**src/assert_macros.svh**
```systemverilog
// assertion macros shared by the matrix multiply engine modules
// expects i_clk (and i_rst_n for MME_ASSERT) in the scope of each use
`ifndef ASSERT_MACROS_SVH
`define ASSERT_MACROS_SVH

// check while out of reset
`define MME_ASSERT(lbl, prp, msg) \
    lbl: assert property (@(posedge i_clk) disable iff (!i_rst_n) (prp)) else $error(msg);

// check on every edge, reset included
`define MME_ASSERT_ALWAYS(lbl, prp, msg) \
    lbl: assert property (@(posedge i_clk) (prp)) else $error(msg);

`endif

```
**src/mme_pkg.sv**
```systemverilog
// shared constants, register indexes and controller/datapath structs
// no dependencies
package mme_pkg;

    localparam int MAX_DIM_DEF = 8;
    localparam int ELEM_W      = 16;
    localparam int PROD_W      = 35;
    localparam int IDX_OUT_W   = 3;
    localparam int CFG_W       = 4;
    localparam int CFG_IDX_W   = 2;

    localparam logic [CFG_W-1:0] CFG_RESET = CFG_W'(8);

    localparam logic [CFG_IDX_W-1:0] REG_ROWS_A    = CFG_IDX_W'(0);
    localparam logic [CFG_IDX_W-1:0] REG_INNER_DIM = CFG_IDX_W'(1);
    localparam logic [CFG_IDX_W-1:0] REG_COLS_B    = CFG_IDX_W'(2);

    // controller -> datapath
    typedef struct packed {
        logic load_en;  // load phase: input open, indices held at zero
        logic issue;    // read one a/b pair and step k
        logic emit;     // move finished sum to output, step j/i
    } t_ctrl_cmd;

    // datapath -> controller
    typedef struct packed {
        logic load_done;  // this transaction completes both loads
        logic k_last;     // current pair is the last of the dot product
        logic res_vld;    // dot product finished
        logic out_free;   // output register can take a result
        logic elem_last;  // current element is the last of the product
    } t_ctrl_sts;

endpackage

```
**src/mme_in_if.sv**
```systemverilog
// input channel: element loads
// depends on mme_pkg
interface mme_in_if;
    import mme_pkg::*;

    logic                     valid;
    logic                     ready;
    logic                     req_type;
    logic signed [ELEM_W-1:0] elem_value;

    modport source (output valid, req_type, elem_value, input ready);
    modport sink   (input valid, req_type, elem_value, output ready);
endinterface

```
**src/mme_out_if.sv**
```systemverilog
// output channel: product elements
// depends on mme_pkg
interface mme_out_if;
    import mme_pkg::*;

    logic                     valid;
    logic                     ready;
    logic signed [PROD_W-1:0] prod_value;
    logic [IDX_OUT_W-1:0]     prod_row;
    logic [IDX_OUT_W-1:0]     prod_col;
    logic                     last_elem;

    modport source (output valid, prod_value, prod_row, prod_col, last_elem, input ready);
    modport sink   (input valid, prod_value, prod_row, prod_col, last_elem, output ready);
endinterface

```
**src/mme_ctrl.sv**
```systemverilog
// sequencing state machine: load, issue dot product, emit result
// depends on mme_pkg and assert_macros.svh
`include "assert_macros.svh"

module mme_ctrl (
    input  logic              i_clk,
    input  logic              i_rst_n,
    input  mme_pkg::t_ctrl_sts i_sts,
    output mme_pkg::t_ctrl_cmd o_cmd
);
    import mme_pkg::*;

    typedef enum logic [2:0] {
        S_LOAD  = 3'b001,
        S_ISSUE = 3'b010,
        S_EMIT  = 3'b100
    } t_state;

    t_state r_state;
    t_state n_state;

    always_comb begin
        n_state       = r_state;
        o_cmd.load_en = 1'b0;
        o_cmd.issue   = 1'b0;
        o_cmd.emit    = 1'b0;
        unique case (r_state)
            S_LOAD: begin
                o_cmd.load_en = 1'b1;
                if (i_sts.load_done) begin
                    n_state = S_ISSUE;
                end
            end
            S_ISSUE: begin
                o_cmd.issue = 1'b1;
                if (i_sts.k_last) begin
                    n_state = S_EMIT;
                end
            end
            S_EMIT: begin
                if (i_sts.res_vld && i_sts.out_free) begin
                    o_cmd.emit = 1'b1;
                    n_state    = i_sts.elem_last ? S_LOAD : S_ISSUE;
                end
            end
            default: begin
                n_state = S_LOAD;
            end
        endcase
    end

    always_ff @(posedge i_clk) begin
        if (!i_rst_n) begin
            r_state <= S_LOAD;
        end else begin
            r_state <= n_state;
        end
    end

    `MME_ASSERT(a_load_to_issue, i_sts.load_done |=> o_cmd.issue, "no issue after load completed")
    `MME_ASSERT(a_last_to_load, (o_cmd.emit && i_sts.elem_last) |=> o_cmd.load_en, "no reload after final element")
    `MME_ASSERT(a_emit_needs_sum, o_cmd.emit |-> (i_sts.res_vld && !o_cmd.issue), "emit without finished sum")

endmodule

```
**src/mme_dp.sv**
```systemverilog
// datapath: config registers, element stores, address walk, mac pipeline, output register
// depends on mme_pkg and assert_macros.svh
`include "assert_macros.svh"

module mme_dp #(
    parameter int MAX_DIM = mme_pkg::MAX_DIM_DEF
) (
    input  logic                              i_clk,
    input  logic                              i_rst_n,
    input  logic                              i_cfg_we,
    input  logic [mme_pkg::CFG_IDX_W-1:0]     i_cfg_idx,
    input  logic [mme_pkg::CFG_W-1:0]         i_cfg_data,
    input  logic                              i_in_valid,
    input  logic                              i_req_type,
    input  logic signed [mme_pkg::ELEM_W-1:0] i_elem_value,
    input  logic                              i_out_ready,
    output logic                              o_out_valid,
    output logic signed [mme_pkg::PROD_W-1:0] o_prod_value,
    output logic [mme_pkg::IDX_OUT_W-1:0]     o_prod_row,
    output logic [mme_pkg::IDX_OUT_W-1:0]     o_prod_col,
    output logic                              o_last_elem,
    input  mme_pkg::t_ctrl_cmd                i_cmd,
    output mme_pkg::t_ctrl_sts                o_sts
);
    import mme_pkg::*;

    localparam int DEPTH = MAX_DIM * MAX_DIM;
    localparam int AW    = $clog2(DEPTH);
    localparam int CW    = $clog2(DEPTH + 1);
    localparam int DW    = $clog2(MAX_DIM + 1);
    localparam int IW    = $clog2(MAX_DIM);
    localparam int PW    = 2 * DW;
    localparam int MW    = 2 * ELEM_W;
    localparam int ACC_W = PROD_W + 1;

    localparam logic signed [PROD_W-1:0] VAL_MAX = {1'b0, {(PROD_W-1){1'b1}}};
    localparam logic signed [PROD_W-1:0] VAL_MIN = {1'b1, {(PROD_W-1){1'b0}}};

    function automatic logic [DW-1:0] eff_dim(input logic [CFG_W-1:0] v);
        logic [DW-1:0] r;
        if (v == '0) begin
            r = DW'(1);
        end else if (int'(v) > MAX_DIM) begin
            r = DW'(MAX_DIM);
        end else begin
            r = DW'(v);
        end
        return r;
    endfunction

    // configuration
    logic [CFG_W-1:0] r_rows_a;
    logic [CFG_W-1:0] r_inner_dim;
    logic [CFG_W-1:0] r_cols_b;
    logic             w_cfg_hit;

    // load side
    logic [CW-1:0] r_a_cnt;
    logic [CW-1:0] r_b_cnt;
    logic [CW-1:0] w_a_cnt_nx;
    logic [CW-1:0] w_b_cnt_nx;
    logic [DW-1:0] w_x;
    logic [DW-1:0] w_y;
    logic [DW-1:0] w_z;
    logic [PW-1:0] w_need_a;
    logic [PW-1:0] w_need_b;
    logic          w_fire;
    logic          w_a_wr;
    logic          w_b_wr;
    logic          w_load_done;

    // stores
    logic [ELEM_W-1:0] a_mem [DEPTH];
    logic [ELEM_W-1:0] b_mem [DEPTH];

    // address walk
    logic [IW-1:0] r_i;
    logic [IW-1:0] r_j;
    logic [IW-1:0] r_k;
    logic [AW-1:0] r_a_base;
    logic [AW-1:0] r_a_addr;
    logic [AW-1:0] r_b_addr;
    logic          w_i_last;
    logic          w_j_last;
    logic          w_k_last;

    // mac pipeline
    logic signed [ELEM_W-1:0] r_a_rd;
    logic signed [ELEM_W-1:0] r_b_rd;
    logic                     r_rd_vld;
    logic                     r_rd_last;
    logic signed [MW-1:0]     r_mul;
    logic                     r_mul_vld;
    logic                     r_mul_last;
    logic signed [ACC_W-1:0]  r_acc;
    logic                     r_res_vld;
    logic signed [PROD_W-1:0] w_sat;

    // output register
    logic                     r_out_vld;
    logic signed [PROD_W-1:0] r_out_val;
    logic [IDX_OUT_W-1:0]     r_out_row;
    logic [IDX_OUT_W-1:0]     r_out_col;
    logic                     r_out_last;

    assign w_cfg_hit = i_cfg_we && ((i_cfg_idx == REG_ROWS_A) || (i_cfg_idx == REG_INNER_DIM)
                       || (i_cfg_idx == REG_COLS_B));

    always_ff @(posedge i_clk) begin
        if (!i_rst_n) begin
            r_rows_a    <= CFG_RESET;
            r_inner_dim <= CFG_RESET;
            r_cols_b    <= CFG_RESET;
        end else if (i_cfg_we) begin
            if (i_cfg_idx == REG_ROWS_A) begin
                r_rows_a <= i_cfg_data;
            end
            if (i_cfg_idx == REG_INNER_DIM) begin
                r_inner_dim <= i_cfg_data;
            end
            if (i_cfg_idx == REG_COLS_B) begin
                r_cols_b <= i_cfg_data;
            end
        end
    end

    assign w_x      = eff_dim(r_rows_a);
    assign w_y      = eff_dim(r_inner_dim);
    assign w_z      = eff_dim(r_cols_b);
    assign w_need_a = PW'(w_x) * PW'(w_y);
    assign w_need_b = PW'(w_y) * PW'(w_z);

    // an element for an already full matrix is dropped
    assign w_fire      = i_in_valid && i_cmd.load_en;
    assign w_a_wr      = w_fire && !i_req_type && (PW'(r_a_cnt) < w_need_a);
    assign w_b_wr      = w_fire && i_req_type && (PW'(r_b_cnt) < w_need_b);
    assign w_a_cnt_nx  = r_a_cnt + CW'(w_a_wr);
    assign w_b_cnt_nx  = r_b_cnt + CW'(w_b_wr);
    assign w_load_done = (w_a_wr || w_b_wr) && (PW'(w_a_cnt_nx) >= w_need_a)
                         && (PW'(w_b_cnt_nx) >= w_need_b);

    always_ff @(posedge i_clk) begin
        if (!i_rst_n) begin
            r_a_cnt <= '0;
            r_b_cnt <= '0;
        end else if (w_cfg_hit || w_load_done) begin
            r_a_cnt <= '0;
            r_b_cnt <= '0;
        end else begin
            r_a_cnt <= w_a_cnt_nx;
            r_b_cnt <= w_b_cnt_nx;
        end
    end

    always_ff @(posedge i_clk) begin
        if (w_a_wr) begin
            a_mem[r_a_cnt[AW-1:0]] <= i_elem_value;
        end
        if (i_cmd.issue) begin
            r_a_rd <= a_mem[r_a_addr];
        end
    end

    always_ff @(posedge i_clk) begin
        if (w_b_wr) begin
            b_mem[r_b_cnt[AW-1:0]] <= i_elem_value;
        end
        if (i_cmd.issue) begin
            r_b_rd <= b_mem[r_b_addr];
        end
    end

    assign w_i_last = (DW'(r_i) + DW'(1)) == w_x;
    assign w_j_last = (DW'(r_j) + DW'(1)) == w_z;
    assign w_k_last = (DW'(r_k) + DW'(1)) == w_y;

    // a walks along row i (stride 1), b walks down column j (stride z)
    always_ff @(posedge i_clk) begin
        if (!i_rst_n || i_cmd.load_en) begin
            r_i      <= '0;
            r_j      <= '0;
            r_k      <= '0;
            r_a_base <= '0;
            r_a_addr <= '0;
            r_b_addr <= '0;
        end else if (i_cmd.issue) begin
            r_k      <= r_k + IW'(1);
            r_a_addr <= r_a_addr + AW'(1);
            r_b_addr <= r_b_addr + AW'(w_z);
        end else if (i_cmd.emit) begin
            r_k <= '0;
            if (w_j_last) begin
                r_j      <= '0;
                r_i      <= r_i + IW'(1);
                r_a_base <= r_a_base + AW'(w_y);
                r_a_addr <= r_a_base + AW'(w_y);
                r_b_addr <= '0;
            end else begin
                r_j      <= r_j + IW'(1);
                r_a_addr <= r_a_base;
                r_b_addr <= AW'(r_j) + AW'(1);
            end
        end
    end

    always_ff @(posedge i_clk) begin
        if (!i_rst_n) begin
            r_rd_vld   <= 1'b0;
            r_rd_last  <= 1'b0;
            r_mul_vld  <= 1'b0;
            r_mul_last <= 1'b0;
            r_res_vld  <= 1'b0;
            r_acc      <= '0;
        end else begin
            r_rd_vld   <= i_cmd.issue;
            r_rd_last  <= i_cmd.issue && w_k_last;
            r_mul_vld  <= r_rd_vld;
            r_mul_last <= r_rd_last;
            if (i_cmd.emit) begin
                r_res_vld <= 1'b0;
                r_acc     <= '0;
            end else if (r_mul_vld) begin
                r_res_vld <= r_mul_last;
                r_acc     <= r_acc + ACC_W'(r_mul);
            end
        end
    end

    always_ff @(posedge i_clk) begin
        r_mul <= r_a_rd * r_b_rd;
    end

    assign w_sat = (r_acc[ACC_W-1] != r_acc[ACC_W-2]) ? (r_acc[ACC_W-1] ? VAL_MIN : VAL_MAX)
                                                      : r_acc[PROD_W-1:0];

    always_ff @(posedge i_clk) begin
        if (!i_rst_n) begin
            r_out_vld <= 1'b0;
        end else if (i_cmd.emit) begin
            r_out_vld <= 1'b1;
        end else if (i_out_ready) begin
            r_out_vld <= 1'b0;
        end
    end

    always_ff @(posedge i_clk) begin
        if (i_cmd.emit) begin
            r_out_val  <= w_sat;
            r_out_row  <= IDX_OUT_W'(r_i);
            r_out_col  <= IDX_OUT_W'(r_j);
            r_out_last <= w_i_last && w_j_last;
        end
    end

    assign o_out_valid  = r_out_vld;
    assign o_prod_value = r_out_val;
    assign o_prod_row   = r_out_row;
    assign o_prod_col   = r_out_col;
    assign o_last_elem  = r_out_last;

    assign o_sts.load_done = w_load_done;
    assign o_sts.k_last    = w_k_last;
    assign o_sts.res_vld   = r_res_vld;
    assign o_sts.out_free  = !r_out_vld || i_out_ready;
    assign o_sts.elem_last = w_i_last && w_j_last;

    `MME_ASSERT(a_pipe_empty, r_res_vld |-> (!r_rd_vld && !r_mul_vld), "sum done with pipe busy")
    `MME_ASSERT(a_a_cnt_bound, PW'(r_a_cnt) <= w_need_a, "a load count past its size")
    `MME_ASSERT(a_b_cnt_bound, PW'(r_b_cnt) <= w_need_b, "b load count past its size")

endmodule

```
**src/matrix_multiply_engine.sv**
```systemverilog
// loading: one element transaction per cycle while the load phase is open
// compute: rows_a*cols_b results, each through a single mac
//   (one a/b read pair per cycle, then read, multiply and accumulate registers)
// first result follows the transaction that completes both loads, once its sum is done
// no input taken during compute
// reset (sync, active low): dims back to 8, load counts zero, stores keep contents
//
// top level of the fixed-point matrix multiply engine
// depends on mme_pkg, mme_in_if, mme_out_if, mme_ctrl, mme_dp
module matrix_multiply_engine #(
    parameter int MAX_DIM = mme_pkg::MAX_DIM_DEF
) (
    input  logic                          i_clk,
    input  logic                          i_rst_n,
    // configuration writes: 0 rows_a, 1 inner_dim, 2 cols_b
    input  logic                          i_cfg_we,
    input  logic [mme_pkg::CFG_IDX_W-1:0] i_cfg_idx,
    input  logic [mme_pkg::CFG_W-1:0]     i_cfg_data,
    // element loads, a first then b, row-major
    mme_in_if.sink                        i_in_ch,
    // product elements, row-major
    mme_out_if.source                     o_out_ch
);
    import mme_pkg::*;

    t_ctrl_cmd w_cmd;
    t_ctrl_sts w_sts;

    // input is open only in the load phase
    assign i_in_ch.ready = w_cmd.load_en;

    // controller: load, then issue k pairs -> emit, repeated per product element
    mme_ctrl u_ctrl (
        .i_clk   (i_clk),
        .i_rst_n (i_rst_n),
        .i_sts   (w_sts),
        .o_cmd   (w_cmd)
    );

    // datapath: stores, address walk, mac and output register
    mme_dp #(
        .MAX_DIM (MAX_DIM)
    ) u_dp (
        .i_clk        (i_clk),
        .i_rst_n      (i_rst_n),
        .i_cfg_we     (i_cfg_we),
        .i_cfg_idx    (i_cfg_idx),
        .i_cfg_data   (i_cfg_data),
        .i_in_valid   (i_in_ch.valid),
        .i_req_type   (i_in_ch.req_type),
        .i_elem_value (i_in_ch.elem_value),
        .i_out_ready  (o_out_ch.ready),
        .o_out_valid  (o_out_ch.valid),
        .o_prod_value (o_out_ch.prod_value),
        .o_prod_row   (o_out_ch.prod_row),
        .o_prod_col   (o_out_ch.prod_col),
        .o_last_elem  (o_out_ch.last_elem),
        .i_cmd        (w_cmd),
        .o_sts        (w_sts)
    );

endmodule
```
**src/flat_wrapper.sv**
```systemverilog
// flat-port wrapper written by rule: the top's interface ports become plain ports
module matrix_multiply_engine_flat import mme_pkg::*;
#(
    parameter int MAX_DIM = mme_pkg::MAX_DIM_DEF
)
  (i_clk, i_rst_n, i_cfg_we, i_cfg_idx, i_cfg_data, i_in_ch_valid, i_in_ch_req_type, i_in_ch_elem_value, i_in_ch_ready, o_out_ch_valid, o_out_ch_prod_value, o_out_ch_prod_row, o_out_ch_prod_col, o_out_ch_last_elem, o_out_ch_ready);
  mme_in_if i_in_ch_i ();
  mme_out_if o_out_ch_i ();
  input  logic i_clk;
  input  logic i_rst_n;
  input  logic i_cfg_we;
  input  logic [mme_pkg::CFG_IDX_W-1:0] i_cfg_idx;
  input  logic [mme_pkg::CFG_W-1:0] i_cfg_data;
  input wire logic [$bits(i_in_ch_i.valid)-1:0] i_in_ch_valid;
  input wire logic [$bits(i_in_ch_i.req_type)-1:0] i_in_ch_req_type;
  input wire logic [$bits(i_in_ch_i.elem_value)-1:0] i_in_ch_elem_value;
  output wire logic [$bits(i_in_ch_i.ready)-1:0] i_in_ch_ready;
  output wire logic [$bits(o_out_ch_i.valid)-1:0] o_out_ch_valid;
  output wire logic [$bits(o_out_ch_i.prod_value)-1:0] o_out_ch_prod_value;
  output wire logic [$bits(o_out_ch_i.prod_row)-1:0] o_out_ch_prod_row;
  output wire logic [$bits(o_out_ch_i.prod_col)-1:0] o_out_ch_prod_col;
  output wire logic [$bits(o_out_ch_i.last_elem)-1:0] o_out_ch_last_elem;
  input wire logic [$bits(o_out_ch_i.ready)-1:0] o_out_ch_ready;
  assign i_in_ch_i.valid = i_in_ch_valid;
  assign i_in_ch_i.req_type = i_in_ch_req_type;
  assign i_in_ch_i.elem_value = i_in_ch_elem_value;
  assign i_in_ch_ready = i_in_ch_i.ready;
  assign o_out_ch_valid = o_out_ch_i.valid;
  assign o_out_ch_prod_value = o_out_ch_i.prod_value;
  assign o_out_ch_prod_row = o_out_ch_i.prod_row;
  assign o_out_ch_prod_col = o_out_ch_i.prod_col;
  assign o_out_ch_last_elem = o_out_ch_i.last_elem;
  assign o_out_ch_i.ready = o_out_ch_ready;
  matrix_multiply_engine #(.MAX_DIM(MAX_DIM)) u_core (.i_clk(i_clk), .i_rst_n(i_rst_n), .i_cfg_we(i_cfg_we), .i_cfg_idx(i_cfg_idx), .i_cfg_data(i_cfg_data), .i_in_ch(i_in_ch_i), .o_out_ch(o_out_ch_i));
endmodule
```
**config.mk**
```make
export PLATFORM = sky130hd
export DESIGN_NAME = matrix_multiply_engine_flat
export DESIGN_NICKNAME = d
export VERILOG_FILES = /design/src/mme_pkg.sv /design/src/mme_in_if.sv /design/src/mme_out_if.sv /design/src/mme_ctrl.sv /design/src/mme_dp.sv /design/src/matrix_multiply_engine.sv /design/src/flat_wrapper.sv
export VERILOG_INCLUDE_DIRS = /design/src /design/src/src
export SDC_FILE = /design/constraint.sdc
export NUM_CORES = 2
export LEC_CHECK = 0
export ABC_AREA = 1
export BUFFER_PORTS_ARGS = -buffer_cell sky130_fd_sc_hd__buf_4
export CORE_MARGIN = 5
export CORE_UTILIZATION = 55
export DETAILED_ROUTE_END_ITERATION = 7
export GPL_TIMING_DRIVEN = 0
export HOLD_SLACK_MARGIN = 0.06
export PLACE_DENSITY = 0.74
export RECOVER_POWER = 25
export SLEW_MARGIN = 20
export SYNTH_ARGS = -nofsm -noshare
export SYNTH_HDL_FRONTEND = slang
export SYNTH_SLANG_ARGS = --single-unit
```
**constraint.sdc**
```tcl
create_clock -name i_clk -period 6.79 [get_ports i_clk]
set_input_delay 0.3395 -clock i_clk [delete_from_list [all_inputs] [get_ports i_clk]]
set_output_delay 0.3395 -clock i_clk [all_outputs]
set_load 0.03 [all_outputs]
```
==> report_table.html <==
<table>
<tr><th>Metric</th><th>Value</th></tr>
<tr><th colspan="2">Flow run</th></tr>
<tr><td>Max Cap Viol</td><td>26</td></tr>
<tr><th colspan="2">Clock network</th></tr>
<tr><td>Root Buffer</td><td>clkbuf_16</td></tr>
<tr><td>Clock transition at the registers of the reported paths</td><td>approximately 0.060 ns</td></tr>
<tr><td>Clock tree from TritonCTS</td><td>yes</td></tr>
<tr><td>CTS sink cnt</td><td>2,252</td></tr>
<tr><td>Worst-skew pair later-pin latency</td><td>roughly 0.94 ns</td></tr>
<tr><td>Worst-case clock buffer depth</td><td>3</td></tr>
<tr><td>Depth of the CTS H-tree</td><td>4</td></tr>
<tr><td>CTS buffer count</td><td>approximately 220</td></tr>
<tr><th colspan="2">Drt</th></tr>
<tr><td>Via-to-Cell Ratio</td><td>~6.6</td></tr>
<tr><td>Routed wire length</td><td>between 300,000 and 400,000 microns</td></tr>
<tr><td>DRT antenna net count</td><td>1</td></tr>
<tr><td>Pre-Repair DR Iteration Count</td><td>8</td></tr>
<tr><td>Wire per inst</td><td>approximately 32 microns</td></tr>
<tr><td>Residual DRC count</td><td>2</td></tr>
<tr><td>Initial drt markers</td><td>13,300</td></tr>
<tr><td>Vias post-DR</td><td>around 77,000</td></tr>
<tr><th colspan="2">Yosys</th></tr>
<tr><td>Summed instance area of the synthesized netlist</td><td>102,000 sq um</td></tr>
<tr><td>Count of flip-flops with a built-in enable after synthesis</td><td>about 2,100</td></tr>
<tr><td>Number of storage elements in the synthesis netlist</td><td>approximately 2,300</td></tr>
<tr><td>Warning count from the yosys run</td><td>0</td></tr>
<tr><td>Synth Instances</td><td>approximately 8,600</td></tr>
<tr><td>Syn Area/Cell</td><td>around 12 sq um</td></tr>
<tr><td>Commonest register cell after synthesis</td><td>edfxtp_1</td></tr>
<tr><td>Net count after synthesis</td><td>about 9,100</td></tr>
<tr><td>Ys async rst share</td><td>0</td></tr>
<tr><td>Register area share after synthesis</td><td>0.653</td></tr>
<tr><td>Post-synthesis cell type count</td><td>60</td></tr>
<tr><th colspan="2">Die</th></tr>
<tr><td>Die Area</td><td>between 150,000 and 200,000 sq um</td></tr>
<tr><td>Core ar.</td><td>183,000 sq um</td></tr>
<tr><td>Placement row count</td><td>157</td></tr>
<tr><td>Die height</td><td>roughly 440 microns</td></tr>
<tr><td>Effective utilization at floorplan</td><td>0.554</td></tr>
<tr><td>Die width</td><td>between 400 and 500 microns</td></tr>
<tr><td>Number of top-level pins</td><td>72</td></tr>
<tr><th colspan="2">Pwr</th></tr>
<tr><td>Total power</td><td>about 35 mW</td></tr>
<tr><td>Power per cell area</td><td>about 300 nW/um^2</td></tr>
<tr><td>Cell leakage power</td><td>roughly 40 nW</td></tr>
<tr><td>Max rail drop VDD</td><td>slightly below 0.0005 V</td></tr>
<tr><th colspan="2">Global routing</th></tr>
<tr><td>Total grt overflow</td><td>0</td></tr>
<tr><td>Antenna violations before repair</td><td>21</td></tr>
<tr><td>Via count of the first global-routing pass</td><td>~72,000</td></tr>
<tr><td>Global-route wire length before repair</td><td>516,000 microns</td></tr>
<tr><td>Maximum number of pins on one net before global-route repair</td><td>129</td></tr>
<tr><td>Overall Global Routing Usage</td><td>0.376</td></tr>
<tr><th colspan="2">Hold path</th></tr>
<tr><td>Hold Startpoint</td><td>i_in_ch_req_type</td></tr>
<tr><td>Cell depth of the worst hold path</td><td>8</td></tr>
<tr><td>Classification of the worst-slack hold path</td><td>input port to register</td></tr>
<tr><th colspan="2">Setup path</th></tr>
<tr><td>Reg-to-reg startpoint</td><td>u_core.u_dp.r_a_rd[9]</td></tr>
<tr><td>R2R setup slack</td><td>about 0.15 ns</td></tr>
<tr><td>Worst setup EP type</td><td>register</td></tr>
<tr><td>Master of the slowest instance on the critical path</td><td>clkbuf_1</td></tr>
<tr><td>Critical path capture point</td><td>u_core.u_dp.a_mem[23][3]</td></tr>
<tr><td>Endpoint required time on the critical path</td><td>about 6.7 ns</td></tr>
<tr><td>Critical Path Source</td><td>i_in_ch_elem_value[3]</td></tr>
<tr><td>Peak per-stage delay on the critical path</td><td>3.53 ns</td></tr>
<tr><td>Critical path peak fanout</td><td>80</td></tr>
<tr><td>FF-to-FF path depth</td><td>21</td></tr>
<tr><td>Most frequent cell on the critical path</td><td>clkbuf_1</td></tr>
<tr><td>Reg-to-reg critical path endpoint</td><td>u_core.u_dp.r_mul[29]</td></tr>
<tr><td>Critical path class</td><td>input port to register</td></tr>
<tr><td>WP data arrival</td><td>~6.6 ns</td></tr>
<tr><td>Cell-by-cell trace of the critical path</td><td>dlygate4sd3_1 &gt; clkbuf_1 &gt; clkbuf_1</td></tr>
<tr><td>Crit start category</td><td>input port</td></tr>
<tr><th colspan="2">Outcome</th></tr>
<tr><td>Violations in the final reports</td><td>antenna violations, design-rule violations, max-capacitance violations, max-slew violations</td></tr>
<tr><td>Run status</td><td>finished with violations</td></tr>
<tr><th colspan="2">Final layout</th></tr>
<tr><td>Post-layout net count</td><td>9,466</td></tr>
<tr><td>Footprint of the flip-flops and latches</td><td>around 66,000 sq um</td></tr>
<tr><td>Post-route design area</td><td>roughly 120,000 sq um</td></tr>
<tr><td>Leading cell type in the layout, fill and taps excluded</td><td>edfxtp_1</td></tr>
<tr><td>Fraction of final layout cells with drive strength greater than 1</td><td>0.0862</td></tr>
<tr><td>Fill cell instance count of the final layout</td><td>13,800</td></tr>
<tr><td>Most frequent cells in the layout</td><td>2,122 x edfxtp_1, 1,338 x nor2_1, 1,246 x o21ai_0</td></tr>
<tr><td>Area added between synthesis and finish</td><td>13.9%</td></tr>
<tr><td>Area occupied by multi-input gates</td><td>about 32,000 sq um</td></tr>
<tr><th colspan="2">Timing</th></tr>
<tr><td>Number of max-slew violations in the final report</td><td>between 1,500 and 2,000</td></tr>
<tr><td>Timing-limited maximum frequency</td><td>between 0.1 and 0.15 GHz</td></tr>
<tr><td>RSZ-0062 raised after global routing</td><td>yes</td></tr>
<tr><td>Final hold vios</td><td>0</td></tr>
<tr><td>Worst relative slew slack</td><td>-3.23</td></tr>
<tr><td>Final-layout setup total negative slack</td><td>0 ns</td></tr>
<tr><td>Final worst path period need</td><td>~6.7 ns</td></tr>
<tr><td>Final Skew</td><td>0.132 ns</td></tr>
<tr><td>Measured slew at the worst slew-check pin</td><td>between 6 and 7 ns</td></tr>
<tr><td>Number of failing setup endpoints in the final timing report</td><td>0</td></tr>
<tr><td>Final worst path period share</td><td>0.990</td></tr>
<tr><th colspan="2">Placement</th></tr>
<tr><td>Number of buffers added on ports</td><td>70</td></tr>
<tr><td>Global placement routability congestion</td><td>~1.1</td></tr>
<tr><td>Area after DPL</td><td>109,000 sq um</td></tr>
<tr><td>DPL Wire Length</td><td>around 260,000 microns</td></tr>
</table>
==> sequential cells by signal (all words and copies together) (netlist names), 7 cells and up <==
register,flops
u_core.u_dp.r_mul,32
u_core.u_dp.o_prod_value,35
u_core.u_dp.r_a_rd,16
u_core.u_dp.b_mem,1024
u_core.u_dp.r_b_cnt,7
u_core.u_dp.r_b_rd,16
u_core.u_dp.r_acc,36
u_core.u_dp.r_a_cnt,7
u_core.u_dp.a_mem,1024
==> worst min path at each step <==
stage | end | slack (ns)
6_report | u_core.u_ctrl.r_state[0] | 0.17
5_1_grt | u_core.u_ctrl.r_state[0] | 0.19
4_1_cts | u_core.u_ctrl.r_state[0] | 0.14
3_5_place_dp | u_core.u_dp.r_res_vld | 0.44
3_3_place_gp | u_core.u_dp.r_res_vld | 0.44
2_1_floorplan | u_core.u_dp.r_mul_last | 0.39
==> metrics by stage <==
| stage | std cells | hold WS (ns) | util | setup WS (ns) |
|---|---|---|---|---|
| detailed placement | 11200 | 0.441 | 0.592 | -0.0978 |
| finish | 11600 | 0.169 | 0.631 | 0.0691 |
| global placement | 11100 | 0.438 | 0.574 | -0.385 |
| CTS | 11600 | 0.137 | 0.632 | 0.0542 |
| floorplan | 8565 | 0.390 | - | 1.21 |
| global route | 11600 | 0.187 | 0.631 | -0.0714 |
==> synth_stat cells (3+ instances only) <==
cell / number / share of area
nand3b_1: 3 / 0.00022
xnor2_1: 27 / 0.0023
o21ai_0: 1248 / 0.061
a21oi_1: 164 / 0.0081
o32ai_1: 11 / 0.00095
o221ai_1: 127 / 0.011
o211ai_1: 65 / 0.0048
edfxtp_1: 2122 / 0.63
nand3_2: 12 / 0.0012
o21bai_1: 16 / 0.0012
inv_1: 641 / 0.024
nor2_4: 14 / 0.0016
clkbuf_1: 396 / 0.015
or2_2: 21 / 0.0013
nor2_1: 1467 / 0.054
o22ai_1: 438 / 0.027
ha_1: 186 / 0.023
nor3_1: 10 / 0.00049
nand4_1: 67 / 0.0041
xor2_1: 57 / 0.0049
inv_2: 11 / 0.00041
buf_2: 84 / 0.0041
buf_6: 4 / 0.00044
a31o_2: 3 / 0.00026
buf_4: 10 / 0.00074
a221oi_1: 3 / 0.00026
dfxtp_1: 130 / 0.026
buf_1: 13 / 0.00048
nor4_1: 7 / 0.00043
a31oi_1: 14 / 0.00086
fa_1: 273 / 0.054
o21a_1: 5 / 0.00037
nand3_1: 151 / 0.0074
nand2_4: 6 / 0.00066
nand3_4: 3 / 0.00052
a21o_1: 15 / 0.0011
nand2_1: 674 / 0.025
o21ai_1: 31 / 0.0015
nand2_2: 7 / 0.00043
==> critical path, delay by kind of cell <==
kind,cells,cell delay (ns)
buf+inv,3,6.10
==> repair_timing <==
action                                 4_1_cts  5_1_grt
setup buffers                                0        1
endpoints found under the hold margin      827        0
resized for setup                            5       30
setup endpoints to repair                    3       24
hold buffers                                35        0
==> routing by layer <==
| layer | routed length (microns) | global-route usage | vias up | part of all wire |
|---|---|---|---|---|
| li1 | - | - | 31400 | - |
| met1 | 129000 | 0.492 | 37300 | 0.35 |
| met2 | 156000 | 0.547 | 6564 | 0.42 |
| met3 | 62000 | 0.158 | 1375 | 0.17 |
| met4 | 23500 | 0.179 | 14 | 0.063 |
| met5 | 94 | 0 | - | 0.00025 |
==> power breakdown <==
part,switching [mW],internal (mW),total [mW],leakage [nW]
combinational,4.61,2.47,7.08,17.6
sequential,0.104,15.5,15.6,20.1
clock,5.46,6.71,12.2,3.46
==> logic make-up after synthesis <==
kind of cell	after synthesis	share of synthesized area
AOI/OAI and AO/OA	2157	0.120
xor gates and xnor gates	84	0.00724
adders and majority gates	459	0.0767
buffers and inverters	1164	0.0450
DFF	2252	0.653
and+or+nand+nor	2449	0.0983
==> cell type report <==
| type | instances | share of cell area |
|---|---|---|
| Inverter | 655 | 0.0213 |
| Buffer | 504 | 0.0183 |
| Tap cell | 2464 | 0.0266 |
| Clock inverter | 136 | 0.0131 |
| Sequential cell | 2252 | 0.573 |
| Timing Repair Buffer | 201 | 0.0248 |
| Antenna cell | 18 | 0.000389 |
| Multi-Input combinational cell | 5149 | 0.274 |
| Clock buffer | 265 | 0.0487 |
(Power assumes the default switching activity.)
